[config.mk]
export PLATFORM = sky130hd
export DESIGN_NAME = two_axis_limit_switch_homing
export DESIGN_NICKNAME = d
export VERILOG_FILES = /design/src/tlsh_pkg.sv /design/src/two_axis_limit_switch_homing.sv
export SDC_FILE = /design/constraint.sdc
export NUM_CORES = 1
export LEC_CHECK = 0
export ABC_AREA = 1
export ABC_CLOCK_PERIOD_IN_PS = 6400
export BUFFER_PORTS_ARGS = -buffer_cell sky130_fd_sc_hd__buf_2
export CAP_MARGIN = 20
export CORE_UTILIZATION = 35
export CTS_BUF_LIST = sky130_fd_sc_hd__clkbuf_4 sky130_fd_sc_hd__clkbuf_8
export DETAILED_ROUTE_END_ITERATION = 7
export GPL_ROUTABILITY_DRIVEN = 0
export GPL_TIMING_DRIVEN = 0
export PLACE_DENSITY = 0.63
export SYNTH_ARGS = -nofsm -noshare
export SYNTH_HDL_FRONTEND = slang
export SYNTH_SLANG_ARGS = --single-unit
[constraint.sdc]
create_clock -name clk -period 6.4 [get_ports clk]
set_clock_uncertainty 0.15 [all_clocks]
set_input_delay 1.28 -clock clk [delete_from_list [all_inputs] [get_ports clk]]
set_output_delay 1.28 -clock clk [all_outputs]
set_load 0.02 [all_outputs]
[src/tlsh_pkg.sv]
// Package for the two-axis limit switch homing block.
// Holds the sequencer phase type, command, axis and register codes, and reset values.
// No dependencies.
package tlsh_pkg;

  localparam int unsigned SPEED_W = 7;
  localparam int unsigned TICKS_W = 16;
  localparam int unsigned DRIVE_W = 8;
  localparam int unsigned CFG_W   = 16;
  localparam int unsigned CFG_IDX_W = 2;

  localparam logic [SPEED_W-1:0] SPEED_LIMIT = 7'd100;

  localparam logic [SPEED_W-1:0] FAST_SPEED_RST    = 7'd25;
  localparam logic [SPEED_W-1:0] SLOW_SPEED_RST    = 7'd10;
  localparam logic [TICKS_W-1:0] BACKOFF_TICKS_RST = 16'd1000;
  localparam logic [TICKS_W-1:0] SETTLE_TICKS_RST  = 16'd50;

  localparam logic [CFG_IDX_W-1:0] REG_FAST_SPEED    = 2'd0;
  localparam logic [CFG_IDX_W-1:0] REG_SLOW_SPEED    = 2'd1;
  localparam logic [CFG_IDX_W-1:0] REG_BACKOFF_TICKS = 2'd2;
  localparam logic [CFG_IDX_W-1:0] REG_SETTLE_TICKS  = 2'd3;

  localparam logic CMD_TICK  = 1'b0;
  localparam logic CMD_START = 1'b1;

  localparam logic AXIS_X = 1'b0;
  localparam logic AXIS_Y = 1'b1;

  typedef enum logic [2:0] {
    PH_IDLE    = 3'd0,
    PH_BACKOFF = 3'd1,
    PH_FAST    = 3'd2,
    PH_SETTLE  = 3'd3,
    PH_RETREAT = 3'd4,
    PH_CREEP   = 3'd5
  } phase_t;

endpackage

[src/two_axis_limit_switch_homing.sv]
// Top level of the two-axis limit switch homing sequencer.
// Depends on tlsh_pkg for the phase type, codes and register reset values.
//
// Each transfer on the input channel is either a tick or a start command together with both
// limit switch samples, and it yields exactly one result transfer showing both axis drives,
// the busy flag and a one-item homed pulse. An item is taken every cycle unless a result is
// stalled: the sequencer state update is a single registered step from the accepted item to
// the result register, so an item's result is offered on the cycle after its transfer, and a
// new item is accepted while that result is still waiting as long as out_ready is high.
// Configuration registers should be written only while no result is outstanding.
module two_axis_limit_switch_homing
  import tlsh_pkg::*;
#(
  parameter int unsigned TIMER_WIDTH = 16
) (
  input  logic                      clk,
  input  logic                      rst_n,
  input  logic                      cfg_we,
  input  logic [CFG_IDX_W-1:0]      cfg_index,
  input  logic [CFG_W-1:0]          cfg_data,
  input  logic                      in_valid,
  output logic                      in_ready,
  input  logic                      in_command,
  input  logic                      in_switch_x,
  input  logic                      in_switch_y,
  output logic                      out_valid,
  input  logic                      out_ready,
  output logic signed [DRIVE_W-1:0] out_drive_x,
  output logic signed [DRIVE_W-1:0] out_drive_y,
  output logic                      out_busy_res,
  output logic                      out_homed
);

  logic [SPEED_W-1:0] fast_speed_r;
  logic [SPEED_W-1:0] slow_speed_r;
  logic [TICKS_W-1:0] backoff_ticks_r;
  logic [TICKS_W-1:0] settle_ticks_r;

  phase_t                 phase_r, phase_nxt;
  logic                   axis_r, axis_nxt;
  logic [TIMER_WIDTH-1:0] cnt_r, cnt_nxt;
  logic [TIMER_WIDTH-1:0] cnt_dec;
  logic [TIMER_WIDTH-1:0] backoff_load;
  logic [TIMER_WIDTH-1:0] settle_load;
  logic                   backoff_nz;
  logic                   settle_nz;
  logic                   sw;
  logic                   homed_nxt;

  logic                      out_valid_r;
  logic signed [DRIVE_W-1:0] drive_x_r, drive_x_nxt;
  logic signed [DRIVE_W-1:0] drive_y_r, drive_y_nxt;
  logic                      busy_r, busy_nxt;
  logic                      homed_r;

  logic [SPEED_W-1:0]        fast_clamp;
  logic [SPEED_W-1:0]        slow_clamp;
  logic signed [DRIVE_W-1:0] drive;

  logic in_xfer;

  assign in_ready = !out_valid_r || out_ready;
  assign in_xfer  = in_valid && in_ready;

  always_ff @(posedge clk) begin
    if (!rst_n) begin
      fast_speed_r    <= FAST_SPEED_RST;
      slow_speed_r    <= SLOW_SPEED_RST;
      backoff_ticks_r <= BACKOFF_TICKS_RST;
      settle_ticks_r  <= SETTLE_TICKS_RST;
    end else if (cfg_we) begin
      unique case (cfg_index)
        REG_FAST_SPEED:    fast_speed_r    <= cfg_data[SPEED_W-1:0];
        REG_SLOW_SPEED:    slow_speed_r    <= cfg_data[SPEED_W-1:0];
        REG_BACKOFF_TICKS: backoff_ticks_r <= cfg_data[TICKS_W-1:0];
        REG_SETTLE_TICKS:  settle_ticks_r  <= cfg_data[TICKS_W-1:0];
        default: ;
      endcase
    end
  end

  // Loaded counts saturate when the timer is narrower than the tick registers.
  if (TIMER_WIDTH >= TICKS_W) begin : g_load_wide
    assign backoff_load = TIMER_WIDTH'(backoff_ticks_r);
    assign settle_load  = TIMER_WIDTH'(settle_ticks_r);
  end else begin : g_load_narrow
    assign backoff_load = (|backoff_ticks_r[TICKS_W-1:TIMER_WIDTH]) ? '1 :
                          backoff_ticks_r[TIMER_WIDTH-1:0];
    assign settle_load  = (|settle_ticks_r[TICKS_W-1:TIMER_WIDTH]) ? '1 :
                          settle_ticks_r[TIMER_WIDTH-1:0];
  end

  assign backoff_nz = |backoff_ticks_r;
  assign settle_nz  = |settle_ticks_r;
  assign cnt_dec    = (cnt_r != '0) ? cnt_r - 1'b1 : cnt_r;
  assign sw         = (axis_r == AXIS_Y) ? in_switch_y : in_switch_x;

  always_comb begin
    phase_nxt = phase_r;
    axis_nxt  = axis_r;
    cnt_nxt   = cnt_r;
    homed_nxt = 1'b0;
    if (in_command == CMD_START) begin
      if (phase_r == PH_IDLE) begin
        priority if (in_switch_x && backoff_nz) begin
          phase_nxt = PH_BACKOFF;
          axis_nxt  = AXIS_X;
          cnt_nxt   = backoff_load;
        end else if (in_switch_y && backoff_nz) begin
          phase_nxt = PH_BACKOFF;
          axis_nxt  = AXIS_Y;
          cnt_nxt   = backoff_load;
        end else begin
          phase_nxt = PH_FAST;
          axis_nxt  = AXIS_X;
          cnt_nxt   = '0;
        end
      end
    end else begin
      unique case (phase_r)
        PH_BACKOFF: begin
          cnt_nxt = cnt_dec;
          if (cnt_dec == '0) begin
            if (axis_r == AXIS_X && in_switch_y && backoff_nz) begin
              axis_nxt = AXIS_Y;
              cnt_nxt  = backoff_load;
            end else begin
              phase_nxt = PH_FAST;
              axis_nxt  = AXIS_X;
              cnt_nxt   = '0;
            end
          end
        end
        PH_FAST: begin
          if (sw) begin
            if (settle_nz) begin
              phase_nxt = PH_SETTLE;
              cnt_nxt   = settle_load;
            end else begin
              phase_nxt = PH_RETREAT;
            end
          end
        end
        PH_SETTLE: begin
          cnt_nxt = cnt_dec;
          if (cnt_dec == '0) begin
            phase_nxt = PH_RETREAT;
          end
        end
        PH_RETREAT: begin
          if (!sw) begin
            phase_nxt = PH_CREEP;
          end
        end
        PH_CREEP: begin
          if (sw) begin
            if (axis_r == AXIS_X) begin
              phase_nxt = PH_FAST;
              axis_nxt  = AXIS_Y;
              cnt_nxt   = '0;
            end else begin
              phase_nxt = PH_IDLE;
              axis_nxt  = AXIS_X;
              cnt_nxt   = '0;
              homed_nxt = 1'b1;
            end
          end
        end
        default: begin
          phase_nxt = PH_IDLE;
        end
      endcase
    end
  end

  assign fast_clamp = (fast_speed_r > SPEED_LIMIT) ? SPEED_LIMIT : fast_speed_r;
  assign slow_clamp = (slow_speed_r > SPEED_LIMIT) ? SPEED_LIMIT : slow_speed_r;

  always_comb begin
    unique case (phase_nxt)
      PH_BACKOFF: drive = -$signed({1'b0, fast_clamp});
      PH_FAST:    drive = $signed({1'b0, fast_clamp});
      PH_RETREAT: drive = -$signed({1'b0, slow_clamp});
      PH_CREEP:   drive = $signed({1'b0, slow_clamp});
      default:    drive = '0;
    endcase
    drive_x_nxt = (axis_nxt == AXIS_X) ? drive : '0;
    drive_y_nxt = (axis_nxt == AXIS_Y) ? drive : '0;
    busy_nxt    = (phase_nxt != PH_IDLE);
  end

  always_ff @(posedge clk) begin
    if (!rst_n) begin
      phase_r     <= PH_IDLE;
      axis_r      <= AXIS_X;
      cnt_r       <= '0;
      out_valid_r <= 1'b0;
    end else begin
      if (in_xfer) begin
        phase_r <= phase_nxt;
        axis_r  <= axis_nxt;
        cnt_r   <= cnt_nxt;
      end
      if (in_xfer) begin
        out_valid_r <= 1'b1;
      end else if (out_ready) begin
        out_valid_r <= 1'b0;
      end
    end
  end

  always_ff @(posedge clk) begin
    if (in_xfer) begin
      drive_x_r <= drive_x_nxt;
      drive_y_r <= drive_y_nxt;
      busy_r    <= busy_nxt;
      homed_r   <= homed_nxt;
    end
  end

  assign out_valid    = out_valid_r;
  assign out_drive_x  = drive_x_r;
  assign out_drive_y  = drive_y_r;
  assign out_busy_res = busy_r;
  assign out_homed    = homed_r;

endmodule

After elaboration in Yosys (flattened, before gate mapping) --
Cells that the tools add are included.
Word-level totals: register bits 85, logic and storage cells 98, input bits 26
Operators by class: equal/unequal tests 16, bitwise logic cells 3, $lt $le $gt $ge 2, add/sub/neg operators 3, reductions and logical operators 22, muxes and demuxes 40
Operators by type and width (number):
- 16-bit 2-to-1 mux | 10
- 16-bit case mux with 4 select lines | 1
- 8-bit case mux with 4 select lines | 1
- 16-bit OR reduction | 2
- 3-bit 2-to-1 mux | 9
- 16-bit logical NOT | 1
- 7-bit negation with 8-bit output | 2
- 16-bit nonzero test | 1
- 16-bit by 1-bit subtractor with 16-bit output, second input constant | 1
- 3-bit case mux with 5 select lines | 1
- 7-bit greater-than comparator, second input constant | 2
- 7-bit 2-to-1 mux | 2
- 3-bit equality test, second input constant | 4
- 1-bit 2-to-1 mux | 12
- 3-bit by 2-bit equality test with 1-bit output, second input constant | 3
- 3-bit inequality test, second input constant | 3
- 2-bit AND reduction | 4
- 3-bit by 1-bit equality test with 1-bit output, second input constant | 2
- 2-bit 2-to-1 mux | 3
- 6-bit AND reduction | 1
- 1-bit logical AND | 5
- 5-bit nonzero test | 1
- 2-bit equality test, second input constant | 2
- 3-bit logical NOT | 1
- other kinds (10) | 12

Longest topological paths before layout --
depth after elaboration 9, mapped depth 21, depth with buffers taken out 21

Worst setup path after synthesis --
OpenSTA, ideal clock, no wires.
kind input port to flip-flop, start in in_switch_y, end reg drive_y_r[6] (netlist: out_drive_y[6]), data pin, stages on the path 15, setup slack 3.357 ns, library setup time 0.259 ns, arrival time 2.634 ns, data required time 5.991 ns, path buffers 1, path through nand2_1 > inv_1 > nor2_1 > inv_1 > nand4_1 > o31ai_1 > inv_1 > nand3_2 > nand2_2 > nand2_4 > buf_6 > nand4_1 > nand2_1 > nor2_1 > nor2_1
On the way: longest elaborated chain between the ends 8, elaborated cells between the ends (all ways) 27, those cells by class eq/ne: 4; mux: 20; reduce/logical: 3
RTL lines:
- start: declaration | line two_axis_limit_switch_homing.sv:25 | input logic in_switch_y,
- 1-bit logical AND (2 in series) | line two_axis_limit_switch_homing.sv:124 | if (axis_r == AXIS_X && in_switch_y && backoff_nz) begin
- 3-bit 2-to-1 mux | line two_axis_limit_switch_homing.sv:124
- 3-bit 2-to-1 mux | line two_axis_limit_switch_homing.sv:123 | if (cnt_dec == '0) begin
- 3-bit case mux with 5 select lines | line two_axis_limit_switch_homing.sv:120 | unique case (phase_r)
- 3-bit 2-to-1 mux | line two_axis_limit_switch_homing.sv:103 | if (in_command == CMD_START) begin
- 3-bit equality test, or another cell as far along | line two_axis_limit_switch_homing.sv:180 | unique case (phase_nxt)
- 8-bit case mux with 4 select lines | line two_axis_limit_switch_homing.sv:180
- end signal: assignment | line two_axis_limit_switch_homing.sv:215 | drive_y_r <= drive_y_nxt;
- end: declaration | line two_axis_limit_switch_homing.sv:52 | logic signed [DRIVE_W-1:0] drive_y_r, drive_y_nxt;
Parallel ways exist; a longest one is shown, timed or not. A chain may end at the register's enable or synchronous reset.

Worst setup path after layout --
start reg cnt_r[0], end reg drive_y_r[3] (netlist: out_drive_y[3]), data pin
On the way: longest elaborated chain between the ends 8, elaborated cells between the ends (all ways) 16, those cells by class add/sub: 1; eq/ne: 4; mux: 9; reduce/logical: 2
RTL lines:
- start: declaration | line two_axis_limit_switch_homing.sv:41 | logic [TIMER_WIDTH-1:0] cnt_r, cnt_nxt;
- start signal: assignment | line two_axis_limit_switch_homing.sv:202 | cnt_r <= cnt_nxt;
- 16-bit by 1-bit subtractor with 16-bit output / 16-bit nonzero test (equally long branches) | line two_axis_limit_switch_homing.sv:95 | assign cnt_dec = (cnt_r != '0) ? cnt_r - 1'b1 : cnt_r;
- 16-bit 2-to-1 mux * | line two_axis_limit_switch_homing.sv:95
- 16-bit logical NOT * | line two_axis_limit_switch_homing.sv:123, two_axis_limit_switch_homing.sv:146
- 3-bit 2-to-1 mux (on tied branches) | line two_axis_limit_switch_homing.sv:146, two_axis_limit_switch_homing.sv:123
- 3-bit case mux with 5 select lines | line two_axis_limit_switch_homing.sv:120
- 3-bit 2-to-1 mux | line two_axis_limit_switch_homing.sv:103
- 3-bit equality test, or another cell as far along | line two_axis_limit_switch_homing.sv:180
- 8-bit case mux with 4 select lines | line two_axis_limit_switch_homing.sv:180
Every way passes the cells marked *; elsewhere a longest branch is shown, timed or not.

==> results.md <==
Power and ir drop:
- Dividing total power by cell area gives a power density of 264 mW/mm².
- Summed over all cells, the static leakage comes to 2.74 nW.
- VDD sags by at most 0.0000999 V.

Global routing:
- The initial antenna violation count came to 0.
- Across every metal layer, demand over resource in global routing totals 20.2%.
- The first-pass GRT wire length is 25500 µm.
- Global routing finished with a remaining overflow of 0.
- The number of global-route vias before repair was 4947.
- Entering global routing, the biggest net connects 19 pins.

Critical path:
- The startpoint class of the critical path is a register.
- The maximum fanout along the worst path is 10.
- The critical path is of the reg -> reg type.
- The arrival time at the worst endpoint is 3.27 ns.
- STA puts the critical path data required time at 6.38 ns.
- The kind of end point of the critical path is a register.

Min path:
- The type of the worst min-delay path is reg -> reg.

Final layout:
- The number of filler cells placed in the layout is 1573.
- The final cell count without fillers is 1053.
- The final net count is 893.
- The fraction of final layout cells with drive strength greater than 1 is 11.4%.
- The total inserted antenna cells is 0.
- The growth of design area from synthesis to finish is 12.0%.

Synthesis:
- The number of distinct library cells after synthesis is 37.
- The commonest cells after synthesis are sky130_fd_sc_hd__nand2_1, sky130_fd_sc_hd__nor2_1, sky130_fd_sc_hd__o21ai_0, sky130_fd_sc_hd__inv_1, sky130_fd_sc_hd__dfxtp_1.
- The synthesized-area fraction occupied by ao, oa, aoi and oai cells is 16.4%.
- Sorting the synthesized cells by area gives the leading types as sky130_fd_sc_hd__dfxtp_1, sky130_fd_sc_hd__nand2_1, sky130_fd_sc_hd__edfxtp_1.
- The share of synthesized area occupied by flip-flops and latches is 35.4%.
- The number of nets produced by synthesis is 838.
- Of the total synthesized cell area, the portion taken by AND, OR, NAND and NOR gates is 36.9%.
- The Yosys step of the flow raised 0 warnings.
- The portion of synthesized cell area occupied by the leading cell type is 25.2%.
- Among all flip-flop cells after synthesis, the most frequent one is sky130_fd_sc_hd__dfxtp_1.
- In the synthesized netlist, mux cells make up 0% of the area.
- The biggest area contributor in the post-synthesis netlist is sky130_fd_sc_hd__dfxtp_1.
- The synthesized design contains 18 enable-type register cells.
- Summing the areas of all fa, ha and maj instances in the mapped netlist gives 0.706% of the synthesized area.
- The share of flip-flops with an asynchronous set or reset is 0%.
- The largest family of logic cells by synthesized area is simple AND/OR/NAND/NOR gates.
- The post-synthesis xor/xnor area fraction is 1.98%.
- The most common cell in the netlist is sky130_fd_sc_hd__nand2_1.
- The average cell area after synthesis is 6.58 µm².
- Summing every instance area after synthesis gives 0.00532 mm².
- Synthesis handed over a netlist of 809 instances.
- The count of state elements after synthesis is 85.

Floorplan:
- The standard cell core area is 0.0147 mm².
- The die covers 0.0157 mm².
- The floorplan row count is 44.
- The die is 125 µm wide.
- For this design the top-level I/O count stands at 46.
- The initial core utilization is 36.2%.
- From bottom edge to top edge, the die measures 125 µm.

Route:
- For this block, the initial DRC count from the detailed router was 420.
- The number of search-and-repair iterations in the first detailed-routing pass is 7.
- The total number of vias is 5445.
- After detailed routing, the total wire length is 15400 µm.
- After detailed routing, the number of vias per cell comes to 5.17.
- The routed wire length per instance is 14.6 µm.
- The detail route stage leaves a number of antenna-violating nets equal to 0.
- For this run, design rule violations remaining after detail routing come to 0.

Place:
- Including well taps, the total number of placed cells is 1037.
- During placement, the flow inserted port buffers numbering 44.
- The sum of net half-perimeters after detailed placement is 11700 µm.

Clock network:
- After clock tree synthesis, the flow added hold-fix buffers numbering 0.
- The tree built by TritonCTS fans out to 85 sinks.
- The maximum clock path buffer count is 2.
- After clock tree synthesis, the repair step resized 0 gates.
- The total number of H-tree levels is 3.
- The later pin in the worst-skew pair is clocked with a latency of 0.38 ns.
- The number of CTS-inserted buffers is 9.
- Clock-pin slew was measured on the worst setup and hold paths at 0.09 ns.
- The number of setup buffers added after CTS is 0.
- The CTS tree is yes.
- The root buffer selected by CTS is sky130_fd_sc_hd__clkbuf_8.

STA:
- For the pin with the worst max-slew slack, the measured transition is 0.669 ns.
- Setup repair after global routing left no endpoint under its margin.
- Counting I/O delays and the setup requirement, the final critical path takes 3.28 ns.
- Adding up every negative setup slack in the final design gives 0 ns.
- In this run the tightest slew margin relative to its limit is 55.3%.
- The number of pins exceeding their max-slew limit in the final report is 0.
- The final-report hold violation count is 0.
- Setup violations remaining at the end of the flow were counted as 0.
- Derived from the worst setup path, the maximum achievable clock frequency is 304 MHz.
- Of the available clock period, the critical path in the final layout requires 51.3%.

Job:
- Across the run, the number of max-cap violations was 0.

Run status:
- The flow ran to the end, and the final reports show no timing, DRC or antenna violations.
## routing by layer
layer,vias up,part of all wire (%),GRT usage [%]
li1,2795,-,-
met1,2503,51,29.3
met2,131,44,30.8
met3,16,4.4,3.21
met4,0,1.2,6.17
met5,-,0,0
## cells in the final DEF, fill, tap and decap left out, drive strengths merged
cell type,count
nand2,199
nor2,125
o21ai,85
inv,85
dfxtp,67
nand3,67
a21oi,56
buf,52
clkbuf,31
nand4,28
edfxtp,18
xor2,12
nor4,10
o211ai,6
nor3,5
a21boi,5
clkinv,5
o22ai,4
ha,3
nand3b,2
a211oi,1
o31ai,1
o221ai,1
clkinvlp,1
## report_power, final
group | leakage [nW] | internal, mW | switching (mW)
registers | 0.731 | 0.594 | 0.0378
logic | 1.92 | 0.181 | 0.385
clock network | 0.0939 | 0.160 | 0.216
total | 2.74 | 0.935 | 0.638
## cell families after synthesis
logic type	Yosys count
and+or+nand+nor	436
AOI/OAI and AO/OA	159
buffers and inverters	114
DFF	85
xor gates and xnor gates	12
adders and majority gates	3
## worst max-delay path, stage by stage, from the launching register on
cell,delay (ns)
sky130_fd_sc_hd__dfxtp_1,0.36
sky130_fd_sc_hd__inv_2,0.09
sky130_fd_sc_hd__ha_1,0.29
sky130_fd_sc_hd__nand2_4,0.13
sky130_fd_sc_hd__nor2_4,0.17
sky130_fd_sc_hd__nand2_4,0.11
sky130_fd_sc_hd__buf_6,0.15
sky130_fd_sc_hd__buf_2,0.18
sky130_fd_sc_hd__o21ai_0,0.09
sky130_fd_sc_hd__nand2_1,0.09
sky130_fd_sc_hd__nor2_1,0.09
sky130_fd_sc_hd__nand3_1,0.10
sky130_fd_sc_hd__nand2_1,0.13
sky130_fd_sc_hd__nand3_2,0.11
sky130_fd_sc_hd__nand2_2,0.09
sky130_fd_sc_hd__nand2_4,0.11
sky130_fd_sc_hd__buf_6,0.16
sky130_fd_sc_hd__nand4_1,0.08
sky130_fd_sc_hd__nand2_1,0.07
sky130_fd_sc_hd__nor2_1,0.21
sky130_fd_sc_hd__nor2_1,0.06
## final timing paths
kind | from | to | slack, ns | cells past startpoint
setup / recovery | cnt_r[0]$_SDFFE_PN0P_ | out_drive_y[3]$_SDFFCE_PN0P_ | 3.12 | 20
hold / removal | slow_speed_r[2]$_SDFFE_PN0P_ | slow_speed_r[2]$_SDFFE_PN0P_ | 0.32 | 2
setup reg to reg | cnt_r[0]$_SDFFE_PN0P_ | out_drive_y[3]$_SDFFCE_PN0P_ | 3.12 | 20
hold reg to reg | slow_speed_r[2]$_SDFFE_PN0P_ | slow_speed_r[2]$_SDFFE_PN0P_ | 0.32 | 2
## flip-flops by register name, summed over array words and instances, names as in the netlist
register and count:
axis_r 1, backoff_load 16, cnt_r 16, fast_speed_r 7, out_busy_res 1, out_drive_x 8
out_drive_y 8, out_homed 1, out_valid 1, phase_r 3, settle_load 16, slow_speed_r 7
## final cells by class
cell class,instances,area [µm²],area share [%]
Inverter,86,323,5.42
Timing Repair Buffer,44,220,3.70
Buffer,28,139,2.33
Tap cell,184,230,3.86
Multi-Input combinational cell,610,2980,50.0
Clock inverter,5,42.5,0.714
Clock buffer,11,145,2.44
Sequential cell,85,1880,31.6
## stage by stage
step / hold WS [ns] / instance area (µm²) / setup WS, ns / power, mW / utilization, %
CTS: 0.330 / 5960 / 3.14 / 1.57 / 40.5
global placement: 0.313 / 5770 / 2.87 / 1.20 / 39.3
global route: 0.357 / 5960 / 2.83 / 1.68 / 40.5
floorplan: 0.294 / 5320 / 3.36 / 1.06 / -
finish: 0.323 / 5960 / 3.12 / 1.57 / 40.5
detailed placement: 0.316 / 5770 / 2.85 / 1.20 / 39.3
No activity file was read; power rests on OpenSTA's default activity.
